[config.mk]
export PLATFORM = sky130hd
export DESIGN_NAME = gold_code_chip_generator_flat
export DESIGN_NICKNAME = d
export VERILOG_FILES = /design/src/hw/rtl/gccg_pkg.sv /design/src/hw/rtl/gccg_req_if.sv /design/src/hw/rtl/gccg_chip_if.sv /design/src/hw/rtl/gccg_code_builder.sv /design/src/hw/rtl/gold_code_chip_generator.sv /design/src/flat_wrapper.sv
export SDC_FILE = /design/constraint.sdc
export NUM_CORES = 2
export LEC_CHECK = 0
export BUFFER_PORTS_ARGS = -buffer_cell sky130_fd_sc_hd__buf_2
export CAP_MARGIN = 20
export CELL_PAD_IN_SITES_DETAIL_PLACEMENT = 1
export CELL_PAD_IN_SITES_GLOBAL_PLACEMENT = 2
export CORE_MARGIN = 2
export CORE_UTILIZATION = 39
export DETAILED_ROUTE_END_ITERATION = 10
export GPL_ROUTABILITY_DRIVEN = 0
export GPL_TIMING_DRIVEN = 0
export PLACE_DENSITY_LB_ADDON = 0.25
export SYNTH_ARGS = -nofsm -noshare
export SYNTH_HDL_FRONTEND = slang
export SYNTH_SLANG_ARGS = --single-unit
[constraint.sdc]
create_clock -name clk -period 17.3 [get_ports clk]
set_clock_uncertainty 0.2 [all_clocks]
set_input_delay 3.46 -clock clk [delete_from_list [all_inputs] [get_ports clk]]
set_output_delay 3.46 -clock clk [all_outputs]
set_load 0.02 [all_outputs]
[src/hw/rtl/gccg_pkg.sv]
// Shared constants, types and functions for the Gold code chip generator.
package gccg_pkg;

    localparam int PERIOD_CHIPS = 1023;
    localparam int NUM_PRNS     = 8;
    localparam int ADDR_W       = $clog2(PERIOD_CHIPS);
    localparam int PRN_W        = 4;
    localparam int LFSR_W       = 10;
    localparam int CFG_DATA_W   = 10;
    localparam int CFG_INDEX_W  = 1;

    localparam logic [PRN_W-1:0] PRN_RESET = PRN_W'(1);

    typedef enum logic [CFG_INDEX_W-1:0] {
        CFG_PRN_SELECT = 1'b0,
        CFG_PHASE_OFFSET = 1'b1
    } cfg_index_t;

    typedef struct packed {
        logic              en;
        logic [ADDR_W-1:0] addr;
        logic              data;
    } code_wr_t;

    function automatic logic [LFSR_W-1:0] g2_init_word(input logic [PRN_W-1:0] prn);
        logic [LFSR_W-1:0] word;
        case (prn)
            4'd1:    word = 10'd919;
            4'd2:    word = 10'd400;
            4'd3:    word = 10'd177;
            4'd4:    word = 10'd314;
            4'd5:    word = 10'd55;
            4'd6:    word = 10'd856;
            4'd7:    word = 10'd160;
            4'd8:    word = 10'd50;
            default: word = '0;
        endcase
        return word;
    endfunction

endpackage

[src/hw/rtl/gccg_req_if.sv]
// Request channel carrying the restart flag.
interface gccg_req_if;
    logic valid;
    logic ready;
    logic restart;

    modport source (output valid, output restart, input ready);
    modport sink (input valid, input restart, output ready);
endinterface

[src/hw/rtl/gccg_chip_if.sv]
// Result channel carrying one code chip and the end-of-period flag.
interface gccg_chip_if;
    logic valid;
    logic ready;
    logic chip_bit;
    logic period_last;

    modport source (output valid, output chip_bit, output period_last, input ready);
    modport sink (input valid, input chip_bit, input period_last, output ready);
endinterface

[src/hw/rtl/gccg_code_builder.sv]
// Runs both LFSRs over one period and writes the chips into the code memory.
module gccg_code_builder #(
    parameter int PERIOD_CHIPS = gccg_pkg::PERIOD_CHIPS,
    parameter int NUM_PRNS     = gccg_pkg::NUM_PRNS
) (
    input  logic                          clk,
    input  logic                          rst_n,
    input  logic                          start,
    input  logic [gccg_pkg::PRN_W-1:0]    start_prn,
    output gccg_pkg::code_wr_t            wr,
    output logic                          busy
);

    typedef enum logic [1:0] {
        BLD_IDLE = 2'b01,
        BLD_FILL = 2'b10
    } bld_state_t;

    localparam int ADDR_W = gccg_pkg::ADDR_W;
    localparam int LFSR_W = gccg_pkg::LFSR_W;

    bld_state_t              state_reg, state_next;
    logic [ADDR_W-1:0]       addr_reg, addr_next;
    logic [LFSR_W-1:0]       g1_reg, g1_next;
    logic [LFSR_W-1:0]       g2_reg, g2_next;
    logic                    prn_ok_reg, prn_ok_next;
    logic                    fb1;
    logic                    fb2;
    logic                    start_ok;

    assign fb1 = g1_reg[7] ^ g1_reg[0];
    assign fb2 = g2_reg[8] ^ g2_reg[7] ^ g2_reg[4] ^ g2_reg[2] ^ g2_reg[1] ^ g2_reg[0];
    assign start_ok = (start_prn >= gccg_pkg::PRN_W'(1))
                   && (32'(start_prn) <= NUM_PRNS)
                   && (start_prn <= gccg_pkg::PRN_W'(8));

    always_comb
    begin
        state_next  = state_reg;
        addr_next   = addr_reg;
        g1_next     = g1_reg;
        g2_next     = g2_reg;
        prn_ok_next = prn_ok_reg;
        unique case (state_reg)
            BLD_IDLE:
            begin
            end
            BLD_FILL:
            begin
                g1_next   = {fb1, g1_reg[LFSR_W-1:1]};
                g2_next   = {fb2, g2_reg[LFSR_W-1:1]};
                addr_next = addr_reg + ADDR_W'(1);
                if (addr_reg == ADDR_W'(PERIOD_CHIPS - 1))
                begin
                    state_next = BLD_IDLE;
                end
            end
            default:
            begin
                state_next = BLD_IDLE;
            end
        endcase
        if (start)
        begin
            state_next  = BLD_FILL;
            addr_next   = '0;
            g1_next     = '1;
            g2_next     = gccg_pkg::g2_init_word(start_prn);
            prn_ok_next = start_ok;
        end
    end

    always_ff @(posedge clk or negedge rst_n)
    begin
        if (!rst_n)
        begin
            state_reg  <= BLD_FILL;
            addr_reg   <= '0;
            g1_reg     <= '1;
            g2_reg     <= gccg_pkg::g2_init_word(gccg_pkg::PRN_RESET);
            prn_ok_reg <= 1'b1;
        end
        else
        begin
            state_reg  <= state_next;
            addr_reg   <= addr_next;
            g1_reg     <= g1_next;
            g2_reg     <= g2_next;
            prn_ok_reg <= prn_ok_next;
        end
    end

    assign busy    = (state_reg != BLD_IDLE);
    assign wr.en   = (state_reg == BLD_FILL);
    assign wr.addr = addr_reg;
    assign wr.data = prn_ok_reg & (g1_reg[0] ^ g2_reg[0]);

endmodule

[src/hw/rtl/gold_code_chip_generator.sv]
// Top level of the Gold code chip generator: code memory, phase counter and output register.
// Each request on req (restart flag) produces exactly one result on rsp: the chip at
// position (k + code_phase_offset) mod 1023 and a flag on chip 1022 of the period.
// A restart request returns the position to 0 before its chip is produced.
// One period of chips is held in a 1023 x 1 memory with a registered read port.
// The memory is filled by a sequencer that steps both LFSRs, one chip per cycle.
// After reset and after every write of prn_select the memory is filled anew,
// during which req.ready is low; configuration writes are taken at any time.
// Once filled, the block takes one request per cycle while the receiver does not stall,
// and the result appears in the output register in the cycle after the request is taken.
// The output register is the registered read port of the memory.
// When the receiver stalls, the result waits in the output register and
// req.ready follows rsp.ready, so no result is lost or repeated.
// An invalid prn_select fills the memory with zeros, so every chip reads 0.
// Register 0 is prn_select, register 1 is code_phase_offset.
module gold_code_chip_generator #(
    parameter int PERIOD_CHIPS = gccg_pkg::PERIOD_CHIPS,
    parameter int NUM_PRNS     = gccg_pkg::NUM_PRNS
) (
    input  logic                                clk,
    input  logic                                rst_n,
    input  logic                                cfg_we,
    input  logic [gccg_pkg::CFG_INDEX_W-1:0]    cfg_index,
    input  logic [gccg_pkg::CFG_DATA_W-1:0]     cfg_data,
    gccg_req_if.sink                            req,
    gccg_chip_if.source                         rsp
);

    localparam int ADDR_W = $clog2(PERIOD_CHIPS);

    logic                        code_mem [PERIOD_CHIPS];
    gccg_pkg::code_wr_t          wr;
    logic                        busy;
    logic                        build_start;
    logic [ADDR_W-1:0]           offset_reg;
    logic [ADDR_W-1:0]           pos_reg, pos_next;
    logic                        out_valid_reg, out_valid_next;
    logic                        chip_reg;
    logic                        last_reg;
    logic                        accept;
    logic [ADDR_W-1:0]           pos_eff;
    logic                        pos_last;
    logic [ADDR_W:0]             idx_sum;
    logic [ADDR_W-1:0]           rd_addr;

    assign build_start = cfg_we && (cfg_index == gccg_pkg::CFG_PRN_SELECT);

    gccg_code_builder #(
        .PERIOD_CHIPS (PERIOD_CHIPS),
        .NUM_PRNS     (NUM_PRNS)
    ) u_builder (
        .clk       (clk),
        .rst_n     (rst_n),
        .start     (build_start),
        .start_prn (cfg_data[gccg_pkg::PRN_W-1:0]),
        .wr        (wr),
        .busy      (busy)
    );

    always_ff @(posedge clk or negedge rst_n)
    begin
        if (!rst_n)
        begin
            offset_reg <= '0;
        end
        else if (cfg_we)
        begin
            unique case (cfg_index)
                gccg_pkg::CFG_PHASE_OFFSET: offset_reg <= cfg_data[ADDR_W-1:0];
                default:
                begin
                end
            endcase
        end
    end

    assign req.ready = !busy && (!out_valid_reg || rsp.ready);
    assign accept    = req.valid && req.ready;

    assign pos_eff  = req.restart ? '0 : pos_reg;
    assign pos_last = (pos_eff == ADDR_W'(PERIOD_CHIPS - 1));
    assign pos_next = pos_last ? '0 : pos_eff + ADDR_W'(1);
    assign idx_sum  = {1'b0, pos_eff} + {1'b0, offset_reg};
    assign rd_addr  = (idx_sum >= (ADDR_W + 1)'(PERIOD_CHIPS))
                    ? ADDR_W'(idx_sum - (ADDR_W + 1)'(PERIOD_CHIPS))
                    : idx_sum[ADDR_W-1:0];

    always_comb
    begin
        out_valid_next = out_valid_reg;
        if (accept)
        begin
            out_valid_next = 1'b1;
        end
        else if (rsp.ready)
        begin
            out_valid_next = 1'b0;
        end
    end

    always_ff @(posedge clk or negedge rst_n)
    begin
        if (!rst_n)
        begin
            pos_reg       <= '0;
            out_valid_reg <= 1'b0;
        end
        else
        begin
            out_valid_reg <= out_valid_next;
            if (accept)
            begin
                pos_reg <= pos_next;
            end
        end
    end

    // The fill and the request path never overlap, since requests are held off while busy.
    always_ff @(posedge clk)
    begin
        if (wr.en)
        begin
            code_mem[wr.addr] <= wr.data;
        end
    end

    always_ff @(posedge clk)
    begin
        if (accept)
        begin
            chip_reg <= code_mem[rd_addr];
            last_reg <= pos_last;
        end
    end

    assign rsp.valid       = out_valid_reg;
    assign rsp.chip_bit    = chip_reg;
    assign rsp.period_last = last_reg;

endmodule

[src/flat_wrapper.sv]
// flat-port wrapper written by rule: the top's interface ports become plain ports
module gold_code_chip_generator_flat 
#(
    parameter int PERIOD_CHIPS = gccg_pkg::PERIOD_CHIPS,
    parameter int NUM_PRNS     = gccg_pkg::NUM_PRNS
)
  (clk, rst_n, cfg_we, cfg_index, cfg_data, req_valid, req_restart, req_ready, rsp_valid, rsp_chip_bit, rsp_period_last, rsp_ready);
  gccg_req_if req_i ();
  gccg_chip_if rsp_i ();
  input  logic clk;
  input  logic rst_n;
  input  logic cfg_we;
  input  logic [gccg_pkg::CFG_INDEX_W-1:0] cfg_index;
  input  logic [gccg_pkg::CFG_DATA_W-1:0] cfg_data;
  input wire logic [$bits(req_i.valid)-1:0] req_valid;
  input wire logic [$bits(req_i.restart)-1:0] req_restart;
  output wire logic [$bits(req_i.ready)-1:0] req_ready;
  output wire logic [$bits(rsp_i.valid)-1:0] rsp_valid;
  output wire logic [$bits(rsp_i.chip_bit)-1:0] rsp_chip_bit;
  output wire logic [$bits(rsp_i.period_last)-1:0] rsp_period_last;
  input wire logic [$bits(rsp_i.ready)-1:0] rsp_ready;
  assign req_i.valid = req_valid;
  assign req_i.restart = req_restart;
  assign req_ready = req_i.ready;
  assign rsp_valid = rsp_i.valid;
  assign rsp_chip_bit = rsp_i.chip_bit;
  assign rsp_period_last = rsp_i.period_last;
  assign rsp_i.ready = rsp_ready;
  gold_code_chip_generator #(.PERIOD_CHIPS(PERIOD_CHIPS), .NUM_PRNS(NUM_PRNS)) u_core (.clk(clk), .rst_n(rst_n), .cfg_we(cfg_we), .cfg_index(cfg_index), .cfg_data(cfg_data), .req(req_i), .rsp(rsp_i));
endmodule
# After elaboration in Yosys (flattened, before gate mapping)
# Memory sizes are Yosys's and may differ from the RTL's. A register that Yosys moved wholly into a read port is not among the register bits.
# Cells that the tools add are included.
# Widths: inputs -> output; s select.
dict set report word_totals {
  reg_bits 55
  mem_bits_rw 1023
  rom_bits 160
  memories 2
}
# name words word_bits read_ports rd_ports_with_merged_regs write_ports line
set memory_table {}
lappend memory_table {u_core.code_mem 1023 1 1 1 1 gold_code_chip_generator.sv:31} ;# logic code_mem [PERIOD_CHIPS];
lappend memory_table {{(name not given)} 16 10 1 0 0 gccg_pkg.sv:27} ;# case (prn)
dict set report op_classes {
  n_addsub 4
  order_cmp 4
  eq_ne 7
  n_mux 16
  n_bitwise 9
  reduce_logical 12
}
# op count
set ops {}
lappend ops {{$mux 10} 9}
lappend ops {{$add 10x1->10 const B} 2}
lappend ops {{$eq 10x10->1 const B} 2}
lappend ops {{$add 10x10->11} 1}
lappend ops {{$ge 11x10->1 const B} 1}
lappend ops {{$sub 10x10->10 const B} 1}
lappend ops {{$le 4x4->1 const B} 2}
lappend ops {{$xor 1x1->1} 7}
lappend ops {{$logic_and 1x1->1} 5}
lappend ops {{$ge 4x1->1 const B} 1}
lappend ops {{$mux 1} 4}
lappend ops {{$mux 2} 2}
lappend ops {{$ne 2x1->1 const B} 2}
lappend ops {{$pmux 2 s2} 1}
lappend ops {{$reduce_and 2->1} 2}
lappend ops {{$reduce_bool 2->1} 2}
lappend ops {{$ne 3x1->1 const B} 1}
lappend ops {{$eq 2x1->1 const B} 1}
lappend ops {{$eq 2x2->1 const B} 1}
lappend ops {{$logic_not 1->1} 2}
lappend ops {{$and 1x1->1} 1}
lappend ops {{$logic_or 1x1->1} 1}
lappend ops {{$not 1->1} 1}

# Depth between registers and ports, before layout
dict set report depth {
  depth_word 7
  ltp_mapped 25
  ltp_nobuf 18
}

# Modules after synthesis
# Synthesis repeated with hierarchy kept, for this count alone.
dict set report hier_totals {
  hier_cells 4866
  area_unflattened_um2 53418.7
}
# module n_inst cells_per_inst area_per_inst_um2 seq_area_each_um2
set modules_own_cells {}
lappend modules_own_cells {gold_code_chip_generator 1 4686 51604.5 31305.0}
lappend modules_own_cells {gccg_code_builder 1 180 1814.2 849.6}

# Least setup slack after synthesis
# No wires, ideal clock.
dict set report synth_path {
  path_type {register -> register}
  from {reg u_core.u_builder.g1_reg[0]}
  to {mem u_core.code_mem[0], data pin}
  setup_ns 2.876
  t_arrival_ns 13.474
  required_time_ns 14.224
  setup_slack_ns 0.751
  path_stages_with_launch 3
  path_buffers 0
  period_less_slack_ns 16.549
  path_cell_list {dfstp_2 -> xor2_1 -> and2_1}
}
# element line
set synth_lines {}
lappend synth_lines {{start: declaration} gccg_code_builder.sv:24} ;# logic [LFSR_W-1:0] g1_reg, g1_next;
lappend synth_lines {{start signal: assignment} gccg_code_builder.sv:87} ;# g1_reg <= g1_next;
lappend synth_lines {{end: declaration} gold_code_chip_generator.sv:31}

# Final worst setup path
dict set report layout_path {
  from {in req_restart}
  to {reg u_core.chip_reg (netlist: u_core.rsp.chip_bit), read port of u_core.code_mem, data pin}
}
dict set report layout_via {
  elab_chain_len 4
}
# element line
set layout_rtl {}
lappend layout_rtl {{start: declaration} flat_wrapper.sv:16} ;# input wire logic [$bits(req_i.restart)-1:0] req_restart;
lappend layout_rtl {{$mux 10 (*)} gold_code_chip_generator.sv:80} ;# assign pos_eff = req.restart ? '0 : pos_reg;
lappend layout_rtl {{$add 10x10->11 (*)} gold_code_chip_generator.sv:83} ;# assign idx_sum = {1'b0, pos_eff} + {1'b0, offset_reg};
lappend layout_rtl {{$sub 10x10->10 / $ge 11x10->1 (equally long branches)} {gold_code_chip_generator.sv:85, gold_code_chip_generator.sv:84}}
lappend layout_rtl {{$mux 10 (*)} gold_code_chip_generator.sv:85} ;# ? ADDR_W'(idx_sum - (ADDR_W + 1)'(PERIOD_CHIPS))
lappend layout_rtl {{end: declaration} gold_code_chip_generator.sv:38} ;# logic chip_reg;
# Every way passes the cells marked *; elsewhere a longest branch is shown, timed or not.
# A chain may end at the register's enable or synchronous reset.

==> results.json <==
{
  "floorplan.initialDensity_pct": 39.4,
  "vias_per_cell": 6.69,
  "power_leakage_nw": 19.8,
  "synth_edf_count": 1025,
  "io_pins": 21,
  "path_class": "input pin to flop",
  "whs_endpoint": "u_core.offset_reg[0]",
  "std_cell_rows": 134,
  "fin_tns_setup_ns": 0,
  "syn-mean-instance-area_um2": 10.9,
  "tritoncts.num_buffers": 130,
  "detailedRoute.firstIterationViolations": 8353,
  "most_frequent_cells_in_the_layout": "sky130_fd_sc_hd__nor2_1 (1090), sky130_fd_sc_hd__edfxtp_1 (1025), sky130_fd_sc_hd__nand2_1 (573)",
  "crit-reg2reg-capture": "u_core.rsp.chip_bit",
  "power_per_cell_area_nw_per_um2": 153,
  "die_w_um": 371,
  "globalRoute.totalOverflow": 0,
  "path_buf_inv": 6,
  "route.vias.total": 46600,
  "setup.worst_path.start_class": "input pin",
  "grt_antenna_before_repair": 27,
  "setup.reg_to_reg.worst_slack_ns": 7.87,
  "hold-worst-slack_ns": 0.282,
  "timing.fmax_mhz": 82.8,
  "layout.cells.most_common": "sky130_fd_sc_hd__nor2_1",
  "yosysWarnings": 0,
  "synth_ff_type": "sky130_fd_sc_hd__edfxtp_1",
  "top_register": "u_core.code_mem",
  "num-nets-final": 5119,
  "slew-limit-headroom_pct": 9.05,
  "cts.repair.resized": 0,
  "finalHoldViolations": 0,
  "transition_time_of_the_tightest_slew_check_pin_ns": 1.35,
  "detailedRoute.firstPassIterationCount": 6,
  "hpwlAfterDp_um": 198000,
  "critical_path_arrival_ns": 12.17,
  "synth_nets": 4851,
  "cts_sinks": 1079,
  "fillers": 14500,
  "critical_path.endpoint_type": "flop",
  "area_used_by_multi_input_combinational_logic_um2": 18500,
  "grt_pass1_vias": 44100,
  "synthCells": 4815,
  "cts_tree": "yes",
  "register_area_um2": 32200,
  "die_area_um2": 138000,
  "largest_register_ff_count": 1023,
  "rr_worst_depth": 21,
  "ratio_of_cells_with_drive_above_1_in_the_final_layout_pct": 11.5,
  "grt_first_pass_wirelength_um": 367000,
  "hold_class": "flop to flop",
  "antenna_left": 0,
  "setup_violation_total_in_the_final_timing_report": 0,
  "path_delay_family": "simple AND/OR/NAND/NOR gates",
  "layout_overhead_on_the_synthesized_area_pct": 15.7,
  "whs_path_depth": 2,
  "post-cts-setup-buffers": 0,
  "die_height_um": 371,
  "cts_hold_repair.buffers": 0,
  "clockRootBuffer": "sky130_fd_sc_hd__clkbuf_16",
  "gr-usage-all-layers_pct": 39.4,
  "timing.rr.start": "u_core.pos_reg[0]",
  "grt_max_degree": 105,
  "worstSkewPairLatency_ns": 0.80,
  "max_cap_viols": 0,
  "peakVddDrop_mv": 0.110,
  "synth_area_um2": 52600,
  "coreArea_um2": 134000,
  "path_clk_slew_ns": 0.05,
  "synth.yosys.seq_area_share_pct": 61.1,
  "rsz0062_at_grt": "no",
  "htree_num_levels": 4,
  "timing.critical_path.required_ns": 17.39,
  "synth.lib_cells_used.distinct": 94,
  "timing.critical_path.fanout_max": 10,
  "worst_hold_start": "u_core.offset_reg[0]",
  "wire_length_per_cell_after_detailed_routing_um": 39.6,
  "totalWireLength_um": 276000,
  "final_period_minus_worst_setup_slack_ns": 12.07,
  "drt_drc": 0,
  "io_buffer_count": 20,
  "finalMaxSlewViolations": 0,
  "synth.ff_latch_count": 1079,
  "cts.path.max_buffers": 3,
  "critical-path-max-stage-delay_ns": 0.92,
  "share_of_synthesized_registers_carrying_an_async_set_or_reset_pct": 5.00,
  "cp_cell_sequence": "buf_2 -> buf_2 -> nor2b_1 -> ha_1 -> ha_1 -> a221o_1 -> a31oi_1 -> a2bb2oi_1 -> xnor2_2 -> o41ai_1 -> nand2_1 -> nand2_4 -> buf_1 -> buf_8 -> clkbuf_1 -> clkbuf_1 -> nand3_1 -> nand3_1 -> nand4_1 -> o211ai_1 -> a211oi_1 -> nand4b_1 -> nand4_1",
  "critPathSlowestCell": "sky130_fd_sc_hd__nand2_1",
  "status": "finished clean",
  "final.period_utilization_pct": 69.8
}
==> metal layers <==
metal  GRT usage (%)  vias up  wire length (um)
li1                -    18200                 -
met2            56.3     3694            115000
met3            12.3      891             37700
met4            26.7       18             21500
met1            51.3    23900            102000
met5               0        -               128
==> metrics by stage <==
step	worst slack (ns)	area, um2	cells	utilization [%]	total power, mW
3_5_place_dp	5.03	56800	6712	42.5	6.45
2_1_floorplan	0.751	52600	4815	-	4.84
6_report	5.23	60900	6972	45.6	9.29
4_1_cts	5.83	60700	6948	45.5	9.07
5_1_grt	5.56	60800	6958	45.5	9.32
3_3_place_gp	-10.38	54900	6603	41.1	6.58
==> how the worst max path moves through the flow <==
| stage | depth (start not counted) | slack [ns] | from | to |
|---|---|---|---|---|
| after floorplan | 2 | 0.75 | u_core.u_builder.g1_reg[0] | u_core.code_mem[0] |
| after global placement | 2 | -10.38 | u_core.u_builder.g1_reg[0] | u_core.code_mem[273] |
| after detailed placement | 23 | 5.03 | req_restart | u_core.rsp.chip_bit |
| after CTS | 23 | 5.83 | req_restart | u_core.rsp.chip_bit |
| after global routing | 23 | 5.56 | req_restart | u_core.rsp.chip_bit |
| final | 23 | 5.23 | req_restart | u_core.rsp.chip_bit |
==> final cells by class <==
class | instances | share of cell area (%)
antenna | 17 | 0.0699
inverter | 25 | 0.154
sequential | 1079 | 52.8
clock inverter | 57 | 0.689
timing repair buffer | 136 | 3.25
multi-input combinational | 3261 | 30.4
buffer | 450 | 3.10
clock buffer | 179 | 5.85
tap | 1768 | 3.63
==> cell families after synthesis <==
kind of cell / synth area share [%]
buffers and inverters: 3.73
xor gates and xnor gates: 0.495
and+or+nand+nor: 17.2
DFF: 61.1
muxes: 6.49
adders and majority gates: 0.452
AOI/OAI and AO/OA: 10.5
==> cell usage after synthesis (38+ instances only) <==
master                     number  area share, %
sky130_fd_sc_hd__nor2_1      1094            7.8
sky130_fd_sc_hd__edfxtp_1    1025             59
sky130_fd_sc_hd__nand2_1      573            4.1
sky130_fd_sc_hd__clkbuf_1     254            1.8
sky130_fd_sc_hd__nand3_1      204            1.9
sky130_fd_sc_hd__mux2i_1      171            3.3
sky130_fd_sc_hd__a21oi_1      142            1.4
sky130_fd_sc_hd__o22ai_1      108            1.3
sky130_fd_sc_hd__buf_2        105            1.0
sky130_fd_sc_hd__o21ai_0      102           0.97
sky130_fd_sc_hd__buf_1         84           0.60
sky130_fd_sc_hd__o221ai_1      74            1.2
sky130_fd_sc_hd__a31oi_1       54           0.64
sky130_fd_sc_hd__and3_1        54           0.64
sky130_fd_sc_hd__nor3_1        53           0.50
sky130_fd_sc_hd__mux4_2        51            2.2
sky130_fd_sc_hd__a211oi_1      47           0.67
sky130_fd_sc_hd__mux2_2        46           0.99
sky130_fd_sc_hd__nor2b_1       38           0.45
==> tightest hold or removal path: stages, from the launching register on <==
cell                      delay, ns
sky130_fd_sc_hd__dfrtp_1       0.34
sky130_fd_sc_hd__nand2_1       0.05
sky130_fd_sc_hd__o21ai_0       0.06
==> power by group <==
group          total (mW)  internal [mW]  switching [mW]
sequential           3.04           3.02          0.0159
combinational        3.59          0.917            2.67
clock                2.66           1.49            1.17
total                9.29           5.43            3.85
(Power assumes the default switching activity.)
